$ cat src/hw/rtl/md5_pkg.sv
// ----------------------------------------------------------------------------
// MD5 package
// Shared types, round constants and helper functions of the MD5 block.
// ----------------------------------------------------------------------------
package md5_pkg;

	localparam int QDepth = 4;
	localparam int QAw = $clog2(QDepth);

	// One classified input transaction passed from front to back.
	typedef struct packed {
		logic [7:0] data_byte;
		logic       has_byte;
		logic       last;
	} md5_item_t;

	typedef enum logic [2:0] {
		ST_IDLE,
		ST_ROUND,
		ST_PAD,
		ST_OUT
	} md5_state_t;

	localparam logic [31:0] IV_A = 32'h67452301;
	localparam logic [31:0] IV_B = 32'hefcdab89;
	localparam logic [31:0] IV_C = 32'h98badcfe;
	localparam logic [31:0] IV_D = 32'h10325476;
	localparam logic [7:0] PAD_BYTE = 8'h80;

	function automatic logic [31:0] round_k(input logic [5:0] i);
		logic [31:0] k;
		begin
			case (i)
				6'd0: k = 32'hd76aa478; 6'd1: k = 32'he8c7b756;
				6'd2: k = 32'h242070db; 6'd3: k = 32'hc1bdceee;
				6'd4: k = 32'hf57c0faf; 6'd5: k = 32'h4787c62a;
				6'd6: k = 32'ha8304613; 6'd7: k = 32'hfd469501;
				6'd8: k = 32'h698098d8; 6'd9: k = 32'h8b44f7af;
				6'd10: k = 32'hffff5bb1; 6'd11: k = 32'h895cd7be;
				6'd12: k = 32'h6b901122; 6'd13: k = 32'hfd987193;
				6'd14: k = 32'ha679438e; 6'd15: k = 32'h49b40821;
				6'd16: k = 32'hf61e2562; 6'd17: k = 32'hc040b340;
				6'd18: k = 32'h265e5a51; 6'd19: k = 32'he9b6c7aa;
				6'd20: k = 32'hd62f105d; 6'd21: k = 32'h02441453;
				6'd22: k = 32'hd8a1e681; 6'd23: k = 32'he7d3fbc8;
				6'd24: k = 32'h21e1cde6; 6'd25: k = 32'hc33707d6;
				6'd26: k = 32'hf4d50d87; 6'd27: k = 32'h455a14ed;
				6'd28: k = 32'ha9e3e905; 6'd29: k = 32'hfcefa3f8;
				6'd30: k = 32'h676f02d9; 6'd31: k = 32'h8d2a4c8a;
				6'd32: k = 32'hfffa3942; 6'd33: k = 32'h8771f681;
				6'd34: k = 32'h6d9d6122; 6'd35: k = 32'hfde5380c;
				6'd36: k = 32'ha4beea44; 6'd37: k = 32'h4bdecfa9;
				6'd38: k = 32'hf6bb4b60; 6'd39: k = 32'hbebfbc70;
				6'd40: k = 32'h289b7ec6; 6'd41: k = 32'heaa127fa;
				6'd42: k = 32'hd4ef3085; 6'd43: k = 32'h04881d05;
				6'd44: k = 32'hd9d4d039; 6'd45: k = 32'he6db99e5;
				6'd46: k = 32'h1fa27cf8; 6'd47: k = 32'hc4ac5665;
				6'd48: k = 32'hf4292244; 6'd49: k = 32'h432aff97;
				6'd50: k = 32'hab9423a7; 6'd51: k = 32'hfc93a039;
				6'd52: k = 32'h655b59c3; 6'd53: k = 32'h8f0ccc92;
				6'd54: k = 32'hffeff47d; 6'd55: k = 32'h85845dd1;
				6'd56: k = 32'h6fa87e4f; 6'd57: k = 32'hfe2ce6e0;
				6'd58: k = 32'ha3014314; 6'd59: k = 32'h4e0811a1;
				6'd60: k = 32'hf7537e82; 6'd61: k = 32'hbd3af235;
				6'd62: k = 32'h2ad7d2bb; default: k = 32'heb86d391;
			endcase
			return k;
		end
	endfunction

	// Rotate amount for round i.
	function automatic logic [4:0] round_s(input logic [5:0] i);
		logic [4:0] s;
		begin
			case ({i[5:4], i[1:0]})
				4'h0: s = 5'd7;  4'h1: s = 5'd12; 4'h2: s = 5'd17; 4'h3: s = 5'd22;
				4'h4: s = 5'd5;  4'h5: s = 5'd9;  4'h6: s = 5'd14; 4'h7: s = 5'd20;
				4'h8: s = 5'd4;  4'h9: s = 5'd11; 4'ha: s = 5'd16; 4'hb: s = 5'd23;
				4'hc: s = 5'd6;  4'hd: s = 5'd10; 4'he: s = 5'd15; default: s = 5'd21;
			endcase
			return s;
		end
	endfunction

	// Message word index for round i.
	function automatic logic [3:0] round_g(input logic [5:0] i);
		logic [3:0] g;
		begin
			case (i[5:4])
				2'd0: g = i[3:0];
				2'd1: g = 4'(5 * i[3:0] + 1);
				2'd2: g = 4'(3 * i[3:0] + 5);
				default: g = 4'(7 * i[3:0]);
			endcase
			return g;
		end
	endfunction

endpackage

$ cat src/hw/rtl/md5_front.sv
// ----------------------------------------------------------------------------
// MD5 front end
// Accepts input transactions, drops empty ones and queues the rest.
// ----------------------------------------------------------------------------
module md5_front import md5_pkg::*; (
	input  logic      clk,
	input  logic      arst_n,
	input  logic      in_valid,
	output logic      in_ready,
	input  md5_item_t in_item,
	output logic      q_valid,
	input  logic      q_pop,
	output md5_item_t q_item
);

	md5_item_t       mem_q [QDepth];
	logic [QAw-1:0]  wr_q, rd_q;
	logic [QAw:0]    cnt_q;
	logic            push;

	assign in_ready = (cnt_q != (QAw+1)'(QDepth));
	// Items with neither byte nor last do nothing and are dropped here.
	assign push = in_valid && in_ready && (in_item.has_byte || in_item.last);
	assign q_valid = (cnt_q != '0);
	assign q_item = mem_q[rd_q];

	// Queue storage.
	always_ff @(posedge clk) begin
		if (push) mem_q[wr_q] <= in_item;
	end

	// Queue pointers.
	always_ff @(posedge clk or negedge arst_n) begin
		if (!arst_n) begin
			wr_q <= '0; rd_q <= '0; cnt_q <= '0;
		end else begin
			if (push) wr_q <= wr_q + 1'b1;
			if (q_pop) rd_q <= rd_q + 1'b1;
			cnt_q <= cnt_q + (QAw+1)'(push) - (QAw+1)'(q_pop);
		end
	end

endmodule

$ cat src/hw/rtl/md5_back.sv
// ----------------------------------------------------------------------------
// MD5 back end
// Buffers bytes, runs the one-round-per-cycle compression, pads and emits.
// ----------------------------------------------------------------------------
module md5_back import md5_pkg::*; (
	input  logic        clk,
	input  logic        arst_n,
	input  logic        q_valid,
	output logic        q_pop,
	input  md5_item_t   q_item,
	output logic        out_valid,
	input  logic        out_ready,
	output logic [31:0] digest_word,
	output logic [1:0]  word_index,
	output logic        last_word
);

	md5_state_t state_q, state_d;
	logic [31:0] msg_q [16];
	logic [31:0] h_q [4];
	logic [31:0] a_q, b_q, c_q, d_q;
	logic [5:0]  rnd_q;
	logic [60:0] cnt_q;
	logic        fin_q;      // message is being finished
	logic        pad_q;      // the block in the rounds is a padding block
	logic        second_q;   // a length-only block still follows
	logic [1:0]  oidx_q;

	logic [5:0]  pos;
	logic        take;
	logic [31:0] f, sum, rot, new_b;
	logic        full;
	logic        len_here;
	logic [31:0] pad_msg [16];

	assign pos = cnt_q[5:0];
	assign take = (state_q == ST_IDLE) && q_valid;
	assign q_pop = take;
	assign full = q_item.has_byte && (pos == 6'd63);
	assign len_here = second_q || (pos < 6'd56);

	// Round function.
	always_comb begin
		case (rnd_q[5:4])
			2'd0: f = (b_q & c_q) | (~b_q & d_q);
			2'd1: f = (d_q & b_q) | (~d_q & c_q);
			2'd2: f = b_q ^ c_q ^ d_q;
			default: f = c_q ^ (b_q | ~d_q);
		endcase
		sum = a_q + f + round_k(rnd_q) + msg_q[round_g(rnd_q)];
		rot = (sum << round_s(rnd_q)) | (sum >> (6'd32 - {1'b0, round_s(rnd_q)}));
		new_b = b_q + rot;
	end

	// Padding block: bytes held so far, the pad byte, zero fill and the bit length.
	always_comb begin
		for (int w = 0; w < 16; w++) begin
			for (int y = 0; y < 4; y++) begin
				if (second_q || 6'(4*w+y) > pos) pad_msg[w][8*y +: 8] = 8'h00;
				else if (6'(4*w+y) == pos) pad_msg[w][8*y +: 8] = PAD_BYTE;
				else pad_msg[w][8*y +: 8] = msg_q[w][8*y +: 8];
			end
		end
		if (len_here) begin
			pad_msg[14] = {cnt_q[28:0], 3'b000};
			pad_msg[15] = cnt_q[60:29];
		end
	end

	// Next state.
	always_comb begin
		state_d = state_q;
		unique case (state_q)
			ST_IDLE: if (take) begin
				if (full) state_d = ST_ROUND;
				else if (q_item.last) state_d = ST_PAD;
			end
			ST_ROUND: if (rnd_q == 6'd63) begin
				if (!fin_q) state_d = ST_IDLE;
				else if (pad_q && !second_q) state_d = ST_OUT;
				else state_d = ST_PAD;
			end
			ST_PAD: state_d = ST_ROUND;
			ST_OUT: if (out_ready && oidx_q == 2'd3) state_d = ST_IDLE;
			default: state_d = ST_IDLE;
		endcase
	end

	// Outputs.
	always_comb begin
		out_valid = (state_q == ST_OUT);
		digest_word = h_q[oidx_q];
		word_index = oidx_q;
		last_word = (oidx_q == 2'd3);
	end

	always_ff @(posedge clk or negedge arst_n) begin
		if (!arst_n) state_q <= ST_IDLE;
		else state_q <= state_d;
	end

	// Message words: bytes land as they arrive, the padding block replaces them.
	always_ff @(posedge clk) begin
		if (take && q_item.has_byte) begin
			msg_q[pos[5:2]][8*pos[1:0] +: 8] <= q_item.data_byte;
		end else if (state_q == ST_PAD) begin
			for (int w = 0; w < 16; w++) msg_q[w] <= pad_msg[w];
		end
	end

	// Datapath registers.
	always_ff @(posedge clk or negedge arst_n) begin
		if (!arst_n) begin
			h_q[0] <= IV_A; h_q[1] <= IV_B; h_q[2] <= IV_C; h_q[3] <= IV_D;
			a_q <= '0; b_q <= '0; c_q <= '0; d_q <= '0;
			cnt_q <= '0; fin_q <= 1'b0; pad_q <= 1'b0; second_q <= 1'b0;
			oidx_q <= '0; rnd_q <= '0;
		end else begin
			unique case (state_q)
				ST_IDLE: if (take) begin
					fin_q <= q_item.last;
					pad_q <= 1'b0;
					if (q_item.has_byte) begin
						cnt_q <= cnt_q + 61'd1;
					end
					rnd_q <= '0;
					a_q <= h_q[0]; b_q <= h_q[1]; c_q <= h_q[2]; d_q <= h_q[3];
				end
				ST_PAD: begin
					second_q <= !len_here;
					pad_q <= 1'b1;
					rnd_q <= '0;
					a_q <= h_q[0]; b_q <= h_q[1]; c_q <= h_q[2]; d_q <= h_q[3];
				end
				ST_ROUND: begin
					a_q <= d_q; d_q <= c_q; c_q <= b_q; b_q <= new_b;
					rnd_q <= rnd_q + 6'd1;
					if (rnd_q == 6'd63) begin
						h_q[0] <= h_q[0] + d_q;
						h_q[1] <= h_q[1] + new_b;
						h_q[2] <= h_q[2] + b_q;
						h_q[3] <= h_q[3] + c_q;
					end
				end
				ST_OUT: if (out_ready) begin
					oidx_q <= oidx_q + 2'd1;
					if (oidx_q == 2'd3) begin
						h_q[0] <= IV_A; h_q[1] <= IV_B; h_q[2] <= IV_C; h_q[3] <= IV_D;
						cnt_q <= '0; fin_q <= 1'b0;
					end
				end
				default: ;
			endcase
		end
	end

endmodule

$ cat src/hw/rtl/md5_message_digest.sv
// ----------------------------------------------------------------------------
// MD5 message digest
// Byte-stream MD5 hash core with padding and a four-word digest output.
// ----------------------------------------------------------------------------
// The back end takes bytes only while idle; a byte that fills a 64-byte block
// then starts 64 rounds, one round per cycle through a single round unit. At
// the end of a message each padding block (one or two) is built in the pad
// state and then runs 64 rounds, and the digest leaves as four output
// transactions. Transactions with neither a byte nor the last flag are
// dropped by the front end. A four-entry queue lets input be taken while the
// core works.
module md5_message_digest import md5_pkg::*; (
	input  logic        clk,
	input  logic        arst_n,
	input  logic        s_tvalid,
	output logic        s_tready,
	input  logic [7:0]  s_tdata,  // [7:0] data_byte
	input  logic        s_tuser,  // [0] has_byte
	input  logic        s_tlast,
	output logic        m_tvalid,
	input  logic        m_tready,
	output logic [31:0] m_tdata,  // [31:0] digest_word
	output logic [1:0]  m_tuser,  // [1:0] word_index
	output logic        m_tlast
);

	md5_item_t in_item, q_item;
	logic      q_valid, q_pop;

	assign in_item = '{data_byte: s_tdata, has_byte: s_tuser, last: s_tlast};

	md5_front u_front (
		.clk, .arst_n, .in_valid(s_tvalid), .in_ready(s_tready), .in_item,
		.q_valid, .q_pop, .q_item
	);

	md5_back u_back (
		.clk, .arst_n, .q_valid, .q_pop, .q_item,
		.out_valid(m_tvalid), .out_ready(m_tready),
		.digest_word(m_tdata), .word_index(m_tuser), .last_word(m_tlast)
	);

endmodule

$ cat config.mk
export PLATFORM = sky130hd
export DESIGN_NAME = md5_message_digest
export DESIGN_NICKNAME = d
export VERILOG_FILES = /design/src/hw/rtl/md5_pkg.sv /design/src/hw/rtl/md5_front.sv /design/src/hw/rtl/md5_back.sv /design/src/hw/rtl/md5_message_digest.sv
export SDC_FILE = /design/constraint.sdc
export NUM_CORES = 2
export LEC_CHECK = 0
export BUFFER_PORTS_ARGS = -buffer_cell sky130_fd_sc_hd__buf_2
export CORE_ASPECT_RATIO = 0.9
export CORE_MARGIN = 2
export CORE_UTILIZATION = 35
export DETAILED_ROUTE_END_ITERATION = 10
export HOLD_SLACK_MARGIN = 0.1
export PLACE_DENSITY_LB_ADDON = 0.25
export SETUP_SLACK_MARGIN = 0.02
export SYNTH_ARGS = -nofsm -noshare
export SYNTH_HDL_FRONTEND = slang
export SYNTH_SLANG_ARGS = --single-unit
$ cat constraint.sdc
create_clock -name clk -period 24.9 [get_ports clk]
set_input_delay 2.49 -clock clk [delete_from_list [all_inputs] [get_ports clk]]
set_output_delay 2.49 -clock clk [all_outputs]
set_load 0.02 [all_outputs]
==> flow_metrics.tcl <==
set metrics [dict create \
    post-route-period-util 0.597 \
    path_class "register to register" \
    async_reset_ff_frac 0.379 \
    end_kind "register" \
    root_buffer "clkbuf_16" \
    clk_latency_ps 780 \
    fin_skew_ps 81.8 \
    overflow 0 \
    die_w_um 441 \
    status "complete, no violations" \
    finalMaxSlewViolations 0 \
    seq_area_frac_synth 0.352 \
    rsz0062_at_grt "no" \
    grt_antenna_before_repair 4 \
    fmax_ghz 0.0673 \
    synthFlopType "dfxtp_1" \
    layout.nets 7444 \
    cp.required_ps 25530 \
    yosysUniqueCellTypes 90 \
    maxCapViolCount 0 \
    layout-drive-gt1-share 0.0919 \
    io_pins 51 \
    port_buffers 50 \
    area_growth_pct 9.66 \
    first_global_vias 51100 \
    synth_edf_count 157 \
    cp-startpoint "u_back.rnd_q[0]$_DFFE_PN0P_" \
    avgViaCountPerCell 5.81 \
    fill_cells 17300 \
    synth_cells 7346 \
    ys_warn_count 0 \
    hold_buffers 0 \
    arrival_ps 15490 \
    worstMarginPinSlew_ps 1470 \
    grt_start_max_net_pins 128 \
    cts.path.max_buffers 3 \
    cts_num_sinks 889 \
    track_usage 0.248 \
    worst-r2r-setup-slack_ps 10040 \
    fp.dieArea_sq_um 175000 \
    h-tree-depth 3 \
    slew_headroom 0.0216 \
    grt_pass1_wl_um 333000 \
    wl_per_cell_um 23.5 \
    clkTransAtPathRegs_ps 60 \
    critical_path_peak_fanout 41 \
    hold_class "register to register" \
    drtIter0Drc 6462 \
    dieHeight_um 397 \
    setup_viol 0 \
    gp_congestion 0.972 \
    core_area_sq_um 171000 \
    final_cells 9490 \
    vias 55100 \
    cts_tree "built" \
    cp_slowest_cell "buf_4" \
    fin_util 0.386 \
    cpMostUsedCell "a21oi_1" \
    rows 144 \
    avgSynthCellArea_sq_um 8.18 \
    cp-start-kind "register" \
    drc 0 \
    crit_end "u_back.h_q[94]$_DFFE_PN1P_" \
    layout_min_cycle_time_ps 14860 \
    reg2reg_from "u_back.rnd_q[0]$_DFFE_PN0P_" \
    start_util 0.352 \
    layout_setup_ws_ps 10040 \
    cts_post_setup_buffers_inserted 0 \
    cts_made_buffers 104 \
    cp_slowest_stage_delay_ps 770 \
    drtAntennaViolNets 0 \
    cts_resized 0 \
    reg2reg_depth 52 \
    dp_slack_ps 10230 \
    ys_seq_elements 889 \
    hpwlAfterDp_um 161000 \
    wl_um 223000 \
    syn-num-nets 7658 \
    dp_cells 9289 \
    tns_ps 0 \
    dr.pass1.iters 8 \
    hold_viol_final 0 \
    syn-cell-area_sq_um 60100 \
    r2r_end "u_back.h_q[94]$_DFFE_PN1P_" \
]
worst min-delay path by stage:
stage	startpoint	end	slack (ps)	depth (start not counted)
finish	u_back.msg_q[4][18]$_SDFFE_PP0P_	u_back.msg_q[4][18]$_SDFFE_PP0P_	450	2
global route	u_back.msg_q[5][20]$_SDFFE_PP0P_	u_back.msg_q[5][20]$_SDFFE_PP0P_	470	2
CTS	u_back.msg_q[10][20]$_SDFFE_PP0P_	u_back.msg_q[10][20]$_SDFFE_PP0P_	450	2
detailed placement	u_back.msg_q[0][17]$_SDFFE_PP0P_	u_back.msg_q[0][17]$_SDFFE_PP0P_	440	2
global placement	u_back.msg_q[13][17]$_SDFFE_PP0P_	u_back.msg_q[13][17]$_SDFFE_PP0P_	440	2
floorplan	u_back.msg_q[0][16]$_SDFFE_PP0P_	u_back.msg_q[0][16]$_SDFFE_PP0P_	430	2
layout make-up:
class                           instances  area, sq um  area share
Inverter                              288         1080      0.0164
Multi-Input combinational cell       5718        36300       0.552
Timing Repair Buffer                  131          878      0.0133
Sequential cell                       889        21200       0.321
Tap cell                             2263         2830      0.0430
Clock inverter                         44          571     0.00866
Clock buffer                          154         3030      0.0460
Antenna cell                            3         7.51    0.000114
cells in the mapped netlist (all sizes together), types with 116 or more instances:
cell / number / area share
nor2: 1197 / 0.075
nand2: 959 / 0.060
a21oi: 903 / 0.075
o21ai: 525 / 0.044
dfxtp: 395 / 0.13
clkbuf: 378 / 0.024
inv: 285 / 0.018
dfrtp: 273 / 0.11
ha: 228 / 0.047
mux4: 180 / 0.067
mux2i: 163 / 0.027
a31oi: 157 / 0.016
edfxtp: 157 / 0.078
xnor2: 146 / 0.022
xor2: 116 / 0.017
sequential cells by signal, summed over array words and instances (netlist names), 2 cells and up:
signal             cells
u_front.wr_q           2
u_back.rnd_q           6
u_front.cnt_q          3
u_back.c_q            32
u_back.state_q         2
u_back.h_q           128
u_back.cnt_q          61
u_back.d_q            32
u_back.word_index      2
u_front.rd_q           2
u_front.mem_q         40
u_back.msg_q         512
u_back.a_q            32
u_back.b_q            32
per-stage QoR:
stage	cell area, sq um	hold slack [ps]
floorplan	60100	433
global placement	62300	439
detailed placement	62300	444
CTS	65900	453
global route	65900	472
finish	65900	453
cell families (layout without fill, tap and decap cells):
| group | Yosys count | count (layout) | share of synthesized area |
|---|---|---|---|
| simple gates | 2667 | 2667 | 0.186 |
| compound gates | 2109 | 2109 | 0.204 |
| flops | 889 | 889 | 0.352 |
| buf+inv | 739 | 617 | 0.0464 |
| mux | 381 | 381 | 0.102 |
| fa+ha+maj | 298 | 298 | 0.0708 |
| xor+xnor | 263 | 263 | 0.0390 |
| other cells | 0 | 3 | 0 |
routing by layer:
layer | track usage | part of all wire | wire [um] | vias to the layer above
met5 | 0 | 0.00038 | 84 | -
met4 | 0.0734 | 0.028 | 6280 | 4
met3 | 0.0623 | 0.095 | 21200 | 329
met2 | 0.355 | 0.42 | 93100 | 2345
met1 | 0.364 | 0.46 | 102000 | 27000
li1 | - | - | - | 25500
critical path: cells and delay by family, from the launching register on:
family	cells	cell delay, ps
AO/OA/AOI/OAI	25	6210
XOR/XNOR	4	750
adder cells (fa/ha/maj)	7	3160
buffers and inverters	6	2000
flip-flops	1	350
multiplexers	3	1340
AND/OR/NAND/NOR	7	820
cells in the final DEF (no fill, tap or decap), types with 22 or more instances in the layout:
cell	synthesis	routed
nor2b_1	70	69
nor2_1	1197	1191
clkbuf_8	0	22
dfxtp_1	395	395
xnor2_1	144	141
dfstp_2	64	64
edfxtp_1	157	157
xor2_1	115	114
a211oi_1	77	77
inv_1	283	282
nand2_1	959	957
o21a_1	37	36
ha_1	228	228
and3_1	51	51
buf_2	10	50
dfrtp_1	273	266
o31ai_1	27	26
or2_2	24	24
o211ai_1	41	41
clkbuf_1	377	27
nand3_1	98	98
a21o_1	88	88
and2_1	38	38
a311oi_1	24	23
nor3b_1	27	27
nand2b_1	51	50
nor3_1	66	65
clkbuf_16	0	105
o22ai_1	31	31
a21oi_1	903	899
mux2_2	38	38
o21ai_0	513	512
or3_1	29	29
a31oi_1	157	157
mux2i_1	161	161
buf_4	1	79
a22oi_1	26	26
mux4_2	180	179
nand4_1	25	25
fa_1	70	70
Power is left out: the tool's default activity adds up to more than one toggle a clock period on the data nets, which glitch-free logic cannot reach.
